$ cat src/rtl/vibration_magnitude_hold_unit_macros.svh
// ----------------------------------------------------------------------------
// Vibration magnitude hold unit assertion macros
// Shorthand for the concurrent checks at the end of the top level.
// ----------------------------------------------------------------------------
`ifndef VIBRATION_MAGNITUDE_HOLD_UNIT_MACROS_SVH
`define VIBRATION_MAGNITUDE_HOLD_UNIT_MACROS_SVH

// Same-cycle implication, disabled while reset is asserted.
`define VMH_ASSERT_NOW(lbl, clk, rstn, ante, cons, msg) \
    lbl: assert property (@(posedge clk) disable iff (!(rstn)) (ante) |-> (cons)) \
        else $error(msg);

// Next-cycle implication, disabled while reset is asserted.
`define VMH_ASSERT_NEXT(lbl, clk, rstn, ante, cons, msg) \
    lbl: assert property (@(posedge clk) disable iff (!(rstn)) (ante) |=> (cons)) \
        else $error(msg);

`endif

$ cat src/rtl/vmh_pkg.sv
// ----------------------------------------------------------------------------
// Vibration magnitude hold package
// Widths, limits and the status bundle shared by the top level and its core.
// ----------------------------------------------------------------------------
`timescale 1ns / 1ps
`default_nettype none

package vmh_pkg;

    localparam int VMH_AXIS_W  = 16;
    localparam int VMH_ROOT_W  = 16;
    localparam int VMH_MAG_W   = 15;
    localparam int VMH_FRAME_W = 32;

    localparam logic [VMH_MAG_W-1:0] VMH_MAG_MAX = 15'h7FFF;

    typedef logic signed [VMH_AXIS_W-1:0] vmh_axis_t;

    // Status that the magnitude core reports to the frame controller.
    typedef struct packed {
        logic busy;
        logic done;
    } vmh_core_stat_t;

endpackage

`default_nettype wire

$ cat src/rtl/vibration_magnitude_hold_unit.sv
// A frame with a good read is accepted and run through the serial core (8 squaring
// steps, then 16 square root steps); its magnitude is loaded into the result register
// once the core is done and the output is free. No new frame is taken until then.
// A frame with a failed read skips the core and goes straight to the result register.
// A waiting result does not block the next frame from being taken.
// Reset (aresetn low at a clock edge) zeroes the held axes, magnitude and frame count.
// ----------------------------------------------------------------------------
// Vibration magnitude hold unit
// Holds the last good accelerometer sample and its vector magnitude and tags
// every frame with a wrapping frame number.
// ----------------------------------------------------------------------------
`timescale 1ns / 1ps
`default_nettype none
`include "vibration_magnitude_hold_unit_macros.svh"

module vibration_magnitude_hold_unit (
    input  wire logic        aclk,
    input  wire logic        aresetn,
    input  wire logic        s_tvalid,
    output logic             s_tready,
    input  wire logic [47:0] s_tdata,   // accel_x [15:0], accel_y [31:16], accel_z [47:32]
    input  wire logic [0:0]  s_tuser,   // read_ok [0]
    output logic             m_tvalid,
    input  wire logic        m_tready,
    output logic [95:0]      m_tdata,   // held_x [15:0], held_y [31:16], held_z [47:32],
                                        // vibration_mg [62:48], frame_number [94:63], zero [95]
    output logic [0:0]       m_tuser    // sample_valid [0]
);
    import vmh_pkg::*;

    localparam logic [1:0] ST_IDLE = 2'd0;
    localparam logic [1:0] ST_BUSY = 2'd1;
    localparam logic [1:0] ST_LOAD = 2'd2;

    logic [1:0]             state_reg, state_next;
    logic                   m_tvalid_reg, m_tvalid_next;
    vmh_axis_t              held_x_reg, held_x_next;
    vmh_axis_t              held_y_reg, held_y_next;
    vmh_axis_t              held_z_reg, held_z_next;
    logic [VMH_MAG_W-1:0]   mag_reg, mag_next;
    logic                   valid_flag_reg, valid_flag_next;
    logic [VMH_FRAME_W-1:0] frame_counter_reg, frame_counter_next;

    vmh_axis_t              in_x_reg;
    vmh_axis_t              in_y_reg;
    vmh_axis_t              in_z_reg;
    logic                   ok_reg;

    vmh_core_stat_t         core_stat;
    logic [VMH_ROOT_W-1:0]  core_root;
    logic [VMH_MAG_W-1:0]   mag_sat;
    logic                   in_accept;
    logic                   load_en;

    assign s_tready  = (state_reg == ST_IDLE);
    assign in_accept = s_tvalid && s_tready;
    assign load_en   = (state_reg == ST_LOAD) && (!m_tvalid_reg || m_tready);
    assign mag_sat   = core_root[VMH_ROOT_W-1] ? VMH_MAG_MAX : core_root[VMH_MAG_W-1:0];

    vmh_core u_core (
        .aclk    (aclk),
        .aresetn (aresetn),
        .start   (in_accept && s_tuser[0]),
        .axis_x  (s_tdata[15:0]),
        .axis_y  (s_tdata[31:16]),
        .axis_z  (s_tdata[47:32]),
        .stat    (core_stat),
        .root    (core_root)
    );

    always_comb begin
        state_next         = state_reg;
        m_tvalid_next      = m_tvalid_reg && !m_tready;
        held_x_next        = held_x_reg;
        held_y_next        = held_y_reg;
        held_z_next        = held_z_reg;
        mag_next           = mag_reg;
        valid_flag_next    = valid_flag_reg;
        frame_counter_next = frame_counter_reg;
        unique case (state_reg)
            ST_IDLE: begin
                if (in_accept) begin
                    state_next = s_tuser[0] ? ST_BUSY : ST_LOAD;
                end
            end
            ST_BUSY: begin
                if (core_stat.done) begin
                    state_next = ST_LOAD;
                end
            end
            ST_LOAD: begin
                if (load_en) begin
                    state_next         = ST_IDLE;
                    m_tvalid_next      = 1'b1;
                    valid_flag_next    = ok_reg;
                    frame_counter_next = frame_counter_reg + 32'd1;
                    if (ok_reg) begin
                        held_x_next = in_x_reg;
                        held_y_next = in_y_reg;
                        held_z_next = in_z_reg;
                        mag_next    = mag_sat;
                    end
                end
            end
            default: begin
                state_next = ST_IDLE;
            end
        endcase
    end

    // The result register doubles as the held state of the block.
    always_ff @(posedge aclk) begin
        if (!aresetn) begin
            state_reg         <= ST_IDLE;
            m_tvalid_reg      <= 1'b0;
            held_x_reg        <= '0;
            held_y_reg        <= '0;
            held_z_reg        <= '0;
            mag_reg           <= '0;
            valid_flag_reg    <= 1'b0;
            frame_counter_reg <= '0;
        end else begin
            state_reg         <= state_next;
            m_tvalid_reg      <= m_tvalid_next;
            held_x_reg        <= held_x_next;
            held_y_reg        <= held_y_next;
            held_z_reg        <= held_z_next;
            mag_reg           <= mag_next;
            valid_flag_reg    <= valid_flag_next;
            frame_counter_reg <= frame_counter_next;
        end
    end

    always_ff @(posedge aclk) begin
        if (in_accept) begin
            in_x_reg <= s_tdata[15:0];
            in_y_reg <= s_tdata[31:16];
            in_z_reg <= s_tdata[47:32];
            ok_reg   <= s_tuser[0];
        end
    end

    assign m_tvalid   = m_tvalid_reg;
    assign m_tdata    = {1'b0, frame_counter_reg, mag_reg, held_z_reg, held_y_reg, held_x_reg};
    assign m_tuser[0] = valid_flag_reg;

    `VMH_ASSERT_NOW(a_core_runs, aclk, aresetn, state_reg == ST_BUSY, core_stat.busy || core_stat.done, "core idle while a magnitude is pending")
    `VMH_ASSERT_NEXT(a_fail_skips_core, aclk, aresetn, in_accept && !s_tuser[0], state_reg == ST_LOAD && !core_stat.busy, "failed read did not go straight to the result")
    `VMH_ASSERT_NEXT(a_frame_step, aclk, aresetn, load_en, frame_counter_reg == $past(frame_counter_reg) + 32'd1, "frame number did not advance by one")
    `VMH_ASSERT_NEXT(a_fail_holds, aclk, aresetn, load_en && !ok_reg, $stable(mag_reg) && $stable(held_x_reg) && !m_tuser[0], "held sample changed on a failed read")

endmodule

`default_nettype wire

$ cat src/rtl/vmh_core.sv
// ----------------------------------------------------------------------------
// Vibration magnitude core
// Serial sum of squares (two multiplier bits per cycle) followed by a
// restoring digit-by-digit square root (one root bit per cycle).
// ----------------------------------------------------------------------------
`timescale 1ns / 1ps
`default_nettype none

module vmh_core (
    input  wire logic                           aclk,
    input  wire logic                           aresetn,
    input  wire logic                           start,
    input  wire vmh_pkg::vmh_axis_t             axis_x,
    input  wire vmh_pkg::vmh_axis_t             axis_y,
    input  wire vmh_pkg::vmh_axis_t             axis_z,
    output vmh_pkg::vmh_core_stat_t             stat,
    output logic [vmh_pkg::VMH_ROOT_W-1:0]      root
);
    import vmh_pkg::*;

    localparam logic [1:0] PH_IDLE = 2'd0;
    localparam logic [1:0] PH_SQR  = 2'd1;
    localparam logic [1:0] PH_ROOT = 2'd2;

    localparam logic [2:0] SQR_LAST  = 3'd7;
    localparam logic [3:0] ROOT_LAST = 4'd15;

    function automatic logic [15:0] abs16(input logic [15:0] v);
        abs16 = v[15] ? (16'd0 - v) : v;
    endfunction

    // Magnitude times one two-bit multiplier digit.
    function automatic logic [17:0] digit_prod(input logic [15:0] m, input logic [1:0] d);
        digit_prod = ({2'b00, m} & {18{d[0]}}) + ({1'b0, m, 1'b0} & {18{d[1]}});
    endfunction

    logic [1:0]  phase_reg, phase_next;
    logic [3:0]  cnt_reg, cnt_next;
    logic        done_reg, done_next;
    logic [15:0] mul_x_reg, mul_x_next;
    logic [15:0] mul_y_reg, mul_y_next;
    logic [15:0] mul_z_reg, mul_z_next;
    logic [15:0] dig_x_reg, dig_x_next;
    logic [15:0] dig_y_reg, dig_y_next;
    logic [15:0] dig_z_reg, dig_z_next;
    logic [16:0] hi_reg, hi_next;
    logic [15:0] lo_reg, lo_next;
    logic [16:0] rem_reg, rem_next;
    logic [15:0] root_reg, root_next;

    logic [18:0] addend;
    logic [18:0] part_sum;
    logic [31:0] sum_w;
    logic [18:0] rem_try;
    logic [18:0] trial;
    logic [18:0] diff;
    logic        take;

    assign addend = {1'b0, digit_prod(mul_x_reg, dig_x_reg[1:0])}
                  + {1'b0, digit_prod(mul_y_reg, dig_y_reg[1:0])}
                  + {1'b0, digit_prod(mul_z_reg, dig_z_reg[1:0])};
    assign part_sum = {2'b00, hi_reg} + addend;

    // Once squaring is done the finished sum sits in hi/lo and is shifted
    // out two bits at a time, most significant pair first.
    assign sum_w   = {hi_reg[15:0], lo_reg};
    assign rem_try = {rem_reg, sum_w[31:30]};
    assign trial   = {1'b0, root_reg, 2'b01};
    assign take    = (rem_try >= trial);
    assign diff    = rem_try - trial;

    always_comb begin
        phase_next = phase_reg;
        cnt_next   = cnt_reg;
        done_next  = 1'b0;
        mul_x_next = mul_x_reg;
        mul_y_next = mul_y_reg;
        mul_z_next = mul_z_reg;
        dig_x_next = dig_x_reg;
        dig_y_next = dig_y_reg;
        dig_z_next = dig_z_reg;
        hi_next    = hi_reg;
        lo_next    = lo_reg;
        rem_next   = rem_reg;
        root_next  = root_reg;
        unique case (phase_reg)
            PH_IDLE: begin
                if (start) begin
                    phase_next = PH_SQR;
                    cnt_next   = 4'd0;
                    mul_x_next = abs16(axis_x);
                    mul_y_next = abs16(axis_y);
                    mul_z_next = abs16(axis_z);
                    dig_x_next = abs16(axis_x);
                    dig_y_next = abs16(axis_y);
                    dig_z_next = abs16(axis_z);
                    hi_next    = '0;
                    lo_next    = '0;
                    rem_next   = '0;
                    root_next  = '0;
                end
            end
            PH_SQR: begin
                hi_next    = part_sum[18:2];
                lo_next    = {part_sum[1:0], lo_reg[15:2]};
                dig_x_next = {2'b00, dig_x_reg[15:2]};
                dig_y_next = {2'b00, dig_y_reg[15:2]};
                dig_z_next = {2'b00, dig_z_reg[15:2]};
                if (cnt_reg[2:0] == SQR_LAST) begin
                    phase_next = PH_ROOT;
                    cnt_next   = 4'd0;
                end else begin
                    cnt_next = cnt_reg + 4'd1;
                end
            end
            PH_ROOT: begin
                hi_next   = {1'b0, sum_w[29:14]};
                lo_next   = {sum_w[13:0], 2'b00};
                rem_next  = take ? diff[16:0] : rem_try[16:0];
                root_next = {root_reg[14:0], take};
                if (cnt_reg == ROOT_LAST) begin
                    phase_next = PH_IDLE;
                    done_next  = 1'b1;
                end else begin
                    cnt_next = cnt_reg + 4'd1;
                end
            end
            default: begin
                phase_next = PH_IDLE;
            end
        endcase
    end

    always_ff @(posedge aclk) begin
        if (!aresetn) begin
            phase_reg <= PH_IDLE;
            cnt_reg   <= '0;
            done_reg  <= 1'b0;
        end else begin
            phase_reg <= phase_next;
            cnt_reg   <= cnt_next;
            done_reg  <= done_next;
        end
    end

    always_ff @(posedge aclk) begin
        mul_x_reg <= mul_x_next;
        mul_y_reg <= mul_y_next;
        mul_z_reg <= mul_z_next;
        dig_x_reg <= dig_x_next;
        dig_y_reg <= dig_y_next;
        dig_z_reg <= dig_z_next;
        hi_reg    <= hi_next;
        lo_reg    <= lo_next;
        rem_reg   <= rem_next;
        root_reg  <= root_next;
    end

    assign stat.busy = (phase_reg != PH_IDLE);
    assign stat.done = done_reg;
    assign root      = root_reg;

endmodule

`default_nettype wire
$ cat config.mk
export PLATFORM = sky130hd
export DESIGN_NAME = vibration_magnitude_hold_unit
export DESIGN_NICKNAME = d
export VERILOG_FILES = /design/src/rtl/vmh_pkg.sv /design/src/rtl/vibration_magnitude_hold_unit.sv /design/src/rtl/vmh_core.sv
export VERILOG_INCLUDE_DIRS = /design/src /design/src/rtl
export SDC_FILE = /design/constraint.sdc
export NUM_CORES = 1
export LEC_CHECK = 0
export ABC_AREA = 1
export BUFFER_PORTS_ARGS = -buffer_cell sky130_fd_sc_hd__buf_2
export CAP_MARGIN = 40
export CORE_MARGIN = 5
export CORE_UTILIZATION = 45
export CTS_BUF_LIST = sky130_fd_sc_hd__clkbuf_8
export CTS_CLUSTER_DIAMETER = 30
export DETAILED_ROUTE_END_ITERATION = 16
export GPL_TIMING_DRIVEN = 0
export HOLD_SLACK_MARGIN = 0.03
export PLACE_DENSITY = 0.68
export SKIP_LAST_GASP = 1
export SYNTH_ARGS = -nofsm -noshare
export SYNTH_HDL_FRONTEND = slang
export SYNTH_SLANG_ARGS = --single-unit
$ cat constraint.sdc
create_clock -name aclk -period 14.6 [get_ports aclk]
set_input_delay 0.73 -clock aclk [delete_from_list [all_inputs] [get_ports aclk]]
set_output_delay 0.73 -clock aclk [all_outputs]
set_load 0.03 [all_outputs]
==> results of run 1 <==
## metrics by stage
step / total power, mW / hold slack, ns / worst slack, ns / instances
after floorplan: 3.79 / 0.462 / 8.36 / 2480
after global placement: 4.51 / 0.451 / 6.02 / 3214
after detailed placement: 4.59 / 0.453 / 9.66 / 3220
after CTS: 5.72 / 0.251 / 9.62 / 3357
after global routing: 6.31 / 0.259 / 9.18 / 3360
final: 5.74 / 0.292 / 9.59 / 3362
## synthesized netlist by cell type (2+ instances only)
library cell | number | share of area, %
or2_2 | 9 | 0.29
buf_6 | 5 | 0.29
a21oi_1 | 176 | 4.5
and2_1 | 7 | 0.22
nand3_2 | 6 | 0.31
buf_1 | 3 | 0.058
xnor2_1 | 13 | 0.58
xor2_1 | 69 | 3.1
nor2_1 | 179 | 3.4
buf_4 | 3 | 0.12
nand3_1 | 159 | 4.1
a31oi_1 | 6 | 0.19
nand3b_1 | 21 | 0.81
edfxtp_1 | 211 | 32
buf_2 | 13 | 0.33
nor2_2 | 9 | 0.29
clkbuf_1 | 50 | 0.96
nand2_1 | 741 | 14
inv_1 | 372 | 7.2
nand4_1 | 17 | 0.54
o211ai_1 | 17 | 0.65
nor3b_1 | 2 | 0.077
ha_1 | 92 | 5.9
fa_1 | 38 | 3.9
nand2_2 | 7 | 0.22
o21ai_1 | 2 | 0.051
o21ai_0 | 69 | 1.8
inv_2 | 5 | 0.096
a21o_1 | 9 | 0.35
nor4_1 | 4 | 0.13
nor2_4 | 3 | 0.17
o21bai_1 | 7 | 0.27
o22ai_1 | 11 | 0.35
nor3_1 | 28 | 0.72
nor3_2 | 4 | 0.21
dfxtp_1 | 106 | 11
## routing by layer
metal  vias up  GRT usage [%]  part of all wire (%)
met5         -              0                 0.095
met4         8           7.43                   2.8
met3        99           4.89                   6.1
met2       480           38.5                    48
met1      7947           28.7                    43
li1       8485              -                     -
## how the worst max path moves through the flow
stage	end	slack, ns	cells past startpoint	from
after floorplan	u_core.dig_x_reg[0]$_DFFE_PP_	8.36	6	s_tvalid
after global placement	u_core.dig_y_reg[13]$_DFFE_PP_	6.02	7	s_tvalid
after detailed placement	u_core.hi_reg[12]$_DFFE_PP_	9.66	23	u_core.dig_z_reg[1]$_DFFE_PP_
after CTS	u_core.hi_reg[12]$_DFFE_PP_	9.62	23	u_core.dig_z_reg[1]$_DFFE_PP_
after global routing	u_core.hi_reg[12]$_DFFE_PP_	9.18	23	u_core.dig_z_reg[1]$_DFFE_PP_
final	u_core.hi_reg[12]$_DFFE_PP_	9.59	23	u_core.dig_z_reg[1]$_DFFE_PP_
## area by class of cell
type	count	area (µm²)
timing repair buffer	155	881
sequential	317	8460
fill	4166	20200
tap	585	732
inverter	377	1420
antenna	5	12.5
buffer	74	343
multi-input combinational	1712	9350
clock buffer	80	1100
clock inverter	57	509
## worst max-delay path: stages, from the launching register on
cell,delay (ns)
edfxtp_1,0.31
clkbuf_1,0.36
clkbuf_1,0.38
nand2_1,0.09
inv_1,0.07
ha_1,0.28
a21oi_1,0.19
nand2_1,0.11
a21oi_1,0.25
o21ai_0,0.20
xor2_1,0.22
fa_1,0.56
inv_1,0.05
fa_1,0.49
inv_1,0.04
ha_1,0.36
inv_1,0.10
o21bai_1,0.17
nor2_1,0.09
and2_1,0.17
nand2_1,0.06
nand2_1,0.04
nand3_1,0.07
nand2_1,0.07
## power breakdown
| group | total [mW] | switching, mW | internal [mW] |
|---|---|---|---|
| logic | 3.34 | 2.21 | 1.13 |
| registers | 1.30 | 0.0904 | 1.21 |
| clock network | 1.09 | 0.452 | 0.643 |
## cells by family (layout without fill, tap and decap cells)
logic type,after synthesis,count (layout),share of synthesized area (%)
and+or+nand+nor,1197,1197,25.8
adders and majority gates,130,130,9.79
DFF,317,317,43.3
xor gates and xnor gates,82,82,3.68
other,1,6,0.0192
AOI/OAI and AO/OA,302,302,8.38
buffers and inverters,451,743,9.00
==> impl_metrics.toml, run 1 <==
[finish]
utilization_pct = 53.1
drive_gt1_share_pct = 12.5
largest_reg_flops = 32
layout_commonest_cell = "nand2_1"
layout_common_cells = "nand2_1, inv_1, edfxtp_1"
nets = 2894
areaGrowthSynthToFinish_pct = 16.8
fin_area_um2 = 22800

[logic_synthesis]
synth-seq-cells = 317
yosysSeqAreaShare_pct = 43.3
netlist_area_um2 = 19500
async_flop_share_pct = 0
postSynthCellCount = 2480
synth_top_flop_cell = "edfxtp_1"
synth-edff-count = 211
yosys_warnings = 0
avgSynthCellArea_um2 = 7.87
syn_nets = 2663
synthDistinctLibCells = 43

[die]
die_w_um = 218
ios = 152
dieArea_um2 = 47700
fp.dieH_um = 218
rows = 76
coreArea_um2 = 43000
start_util_pct = 45.4

[worst_setup_path]
cp-start-kind = "flip-flop"
critPathMaxFanout = 10
arrival_ns = 5.39
crit_required_ns = 14.98
critical_path_class = "flip-flop to flip-flop"
regToRegStartpoint = "u_core.dig_z_reg[1]$_DFFE_PP_"
rr_worst_depth = 23
r2r-end = "u_core.hi_reg[12]$_DFFE_PP_"
rrSetupSlack_ns = 9.59
crit_path_end_kind = "flip-flop"

[place]
io_buffer_count = 149
place_congestion = 0.946
dp_hpwl_um = 42300
placed_cell_area_um2 = 21200

[clock_tree]
cts_made_buffers = 74
clkTransAtPathRegs_ns = 0.05
cts_tree = "yes"
cts_hold_buf = 0
cts-root-buf = "clkbuf_8"
htree_num_levels = 3
cts.repair.resized = 0
cts.sinks = 317
clock_latency_ns = 0.64
cts_setup_buffers = 0
cts_max_path_buffers = 3

[sta]
period_needed_ns = 5.01
clock.fmax_ghz = 0.199
slew_viol_final = 0
rsz0062_at_grt = "false"
relSlewSlack_pct = 46.9
setup_tns_ns = 0
finClkSkew_ns = 0.0351
setup_viol = 0
tightestPinTransition_ns = 0.796
hold_viol = 0
post-route-period-util_pct = 34.3

[route]
drc = 0
drtPass1Iterations = 5
antenna_left = 0
viasPerCell = 5.06
wire_per_inst_um = 16.0
num_vias = 17019
drt_iter0_drc = 1128
wl_um = 53800

[global_route]
antenna_found_initial = 7
grt_start_max_net_pins = 33
grt_usage_pct = 22.6
grt_pass1_vias = 16580
grt_pass1_wl_um = 86000
grt_overflow_total = 0

[run]
cap_viol_max_count = 0

[min_path]
hold_path_class = "input port to flip-flop"
hold_start = "s_tdata[33]"
whs_path_depth = 1
hold_end = "in_z_reg[1]$_DFFE_PP_"

[power]
p_leak_nw = 10.9
vdd_drop_max_mv = 0.187
power.density_nw_per_um2 = 251

[outcome]
outcome = "complete, no violations"
(Power assumes the default switching activity.)
==> inputs of run 2 (changes only) <==
==> constraint.sdc (replaced) <==
create_clock -name aclk -period 4.9 [get_ports aclk]
set_input_delay 0.245 -clock aclk [delete_from_list [all_inputs] [get_ports aclk]]
set_output_delay 0.245 -clock aclk [all_outputs]
set_load 0.03 [all_outputs]
==> impl_metrics.toml, run 2 (synthesized netlist as in run 1, its figures left out) <==
[outcome]
outcome = "complete, no violations"

[place]
place_congestion = 0.968
dp_hpwl_um = 42300
pre_cts_ws_ns = -0.0238
io_buffer_count = 149
placed_cell_area_um2 = 21200
post-place-cells = 3220

[die]
ios = 152
die_w_um = 218
fp.dieH_um = 218
coreArea_um2 = 43000
rows = 76
start_util_pct = 45.4
dieArea_um2 = 47700

[clock_tree]
clkTransAtPathRegs_ns = 0.06
cts-root-buf = "clkbuf_8"
cts_tree = "yes"
clock_latency_ns = 0.62
htree_num_levels = 3
cts_max_path_buffers = 3
cts_made_buffers = 74
cts.sinks = 317

[finish]
fin_area_um2 = 23400
utilization_pct = 54.4
areaGrowthSynthToFinish_pct = 19.8
layout_common_cells = "nand2_1, inv_1, edfxtp_1"
final_cells = 3407
fillers = 4038
largest_reg_flops = 32
nets = 2943
layout_commonest_cell = "nand2_1"
drive_gt1_share_pct = 12.7

[route]
drtPass1Iterations = 5
antenna_left = 0
viasPerCell = 5.04
num_vias = 17183
wire_per_inst_um = 15.9
drc = 0
wl_um = 54300
drt_iter0_drc = 1304

[global_route]
grt_pass1_vias = 16884
antenna_found_initial = 2
grt_pass1_wl_um = 87200
grt_start_max_net_pins = 34
grt_usage_pct = 22.8
grt_overflow_total = 0

[worst_setup_path]
critical_path_class = "flip-flop to flip-flop"
crit_required_ns = 5.26
critPathMaxFanout = 10
cp-start-kind = "flip-flop"
arrival_ns = 4.91
crit_path_end_kind = "flip-flop"

[sta]
relSlewSlack_pct = 48.0
post-route-period-util_pct = 92.8
setup_tns_ns = 0
tightestPinTransition_ns = 0.781
finClkSkew_ns = 0.0272
hold_slack_ns = 0.141
clock.fmax_ghz = 0.220
hold_viol = 0
finalWorstSetupSlack_ns = 0.352
slew_viol_final = 0
period_needed_ns = 4.55
setup_viol = 0

[power]
p_leak_nw = 11.2
vdd_drop_max_mv = 0.615
power.density_nw_per_um2 = 738
power.total_mw = 17.3

[run]
cap_viol_max_count = 0

[min_path]
hold_path_class = "input port to flip-flop"
[run 2: cell count changes in the layout (fill, tap and decap cells not counted), sizes merged, moves of 4 or more]
cell,previous run,this run
clkbuf,130,124
diode,5,1
inv,389,401
buf,179,185
clkinv,22,15
clkinvlp,16,7
dlygate4sd3,0,51
[run 2: final timing paths]
check / startpoint / to / slack, ns / cells past startpoint
worst min register to register: held_x_reg[6]$_SDFFE_PN0P_ / held_x_reg[6]$_SDFFE_PN0P_ / 0.46 / 2
worst max-delay path: u_core.dig_x_reg[0]$_DFFE_PP_ / u_core.hi_reg[16]$_DFFE_PP_ / 0.35 / 22
worst max register to register: u_core.dig_x_reg[0]$_DFFE_PP_ / u_core.hi_reg[16]$_DFFE_PP_ / 0.35 / 22
worst min-delay path: aresetn / frame_counter_reg[6]$_SDFFE_PN0P_ / 0.14 / 3
[run 2: final cells by class]
| type | instances | area, µm² | area share (%) |
|---|---|---|---|
| Clock buffer | 82 | 1130 | 4.82 |
| Clock inverter | 55 | 523 | 2.24 |
| Multi-Input combinational cell | 1712 | 9390 | 40.1 |
| Sequential cell | 317 | 8460 | 36.2 |
| Antenna cell | 1 | 2.50 | 0.0107 |
| Tap cell | 585 | 732 | 3.13 |
| Buffer | 68 | 328 | 1.40 |
| Inverter | 377 | 1420 | 6.05 |
| Timing Repair Buffer | 210 | 1420 | 6.08 |
[run 2: what timing repair did]
action,CTS,global route
setup endpoints to repair,4,12
hold buffers,51,0
endpoints found under the hold margin,62,0
setup buffers,0,4
gates resized for setup,2,19
[run 2: worst max-delay path, stage by stage (launching register included)]
cell	delay (ns)
edfxtp_1	0.51
clkbuf_2	0.24
nand2_1	0.09
inv_1	0.04
ha_1	0.34
nand2_1	0.10
o21ai_1	0.28
a21oi_1	0.13
xnor2_1	0.17
fa_1	0.50
inv_1	0.06
fa_1	0.50
inv_1	0.04
ha_1	0.37
nand2_1	0.14
nor2_1	0.21
nand3_1	0.11
nand3_1	0.15
nand2_1	0.09
nand2_1	0.08
nand2_1	0.05
nand2_1	0.06
nor2_1	0.04
[run 2: routing by layer]
layer,GRT usage (%),vias up,wire length (µm)
met1,29.3,8023,23500
met5,0,-,11
li1,-,8566,-
met4,8.10,2,1820
met3,4.45,106,2910
met2,38.6,486,26100
[run 2: power breakdown]
group,internal [mW],switching (mW),total (mW)
registers,3.61,0.301,3.92
clock network,2.04,1.31,3.36
logic,3.43,6.56,9.99
total,9.08,8.18,17.3
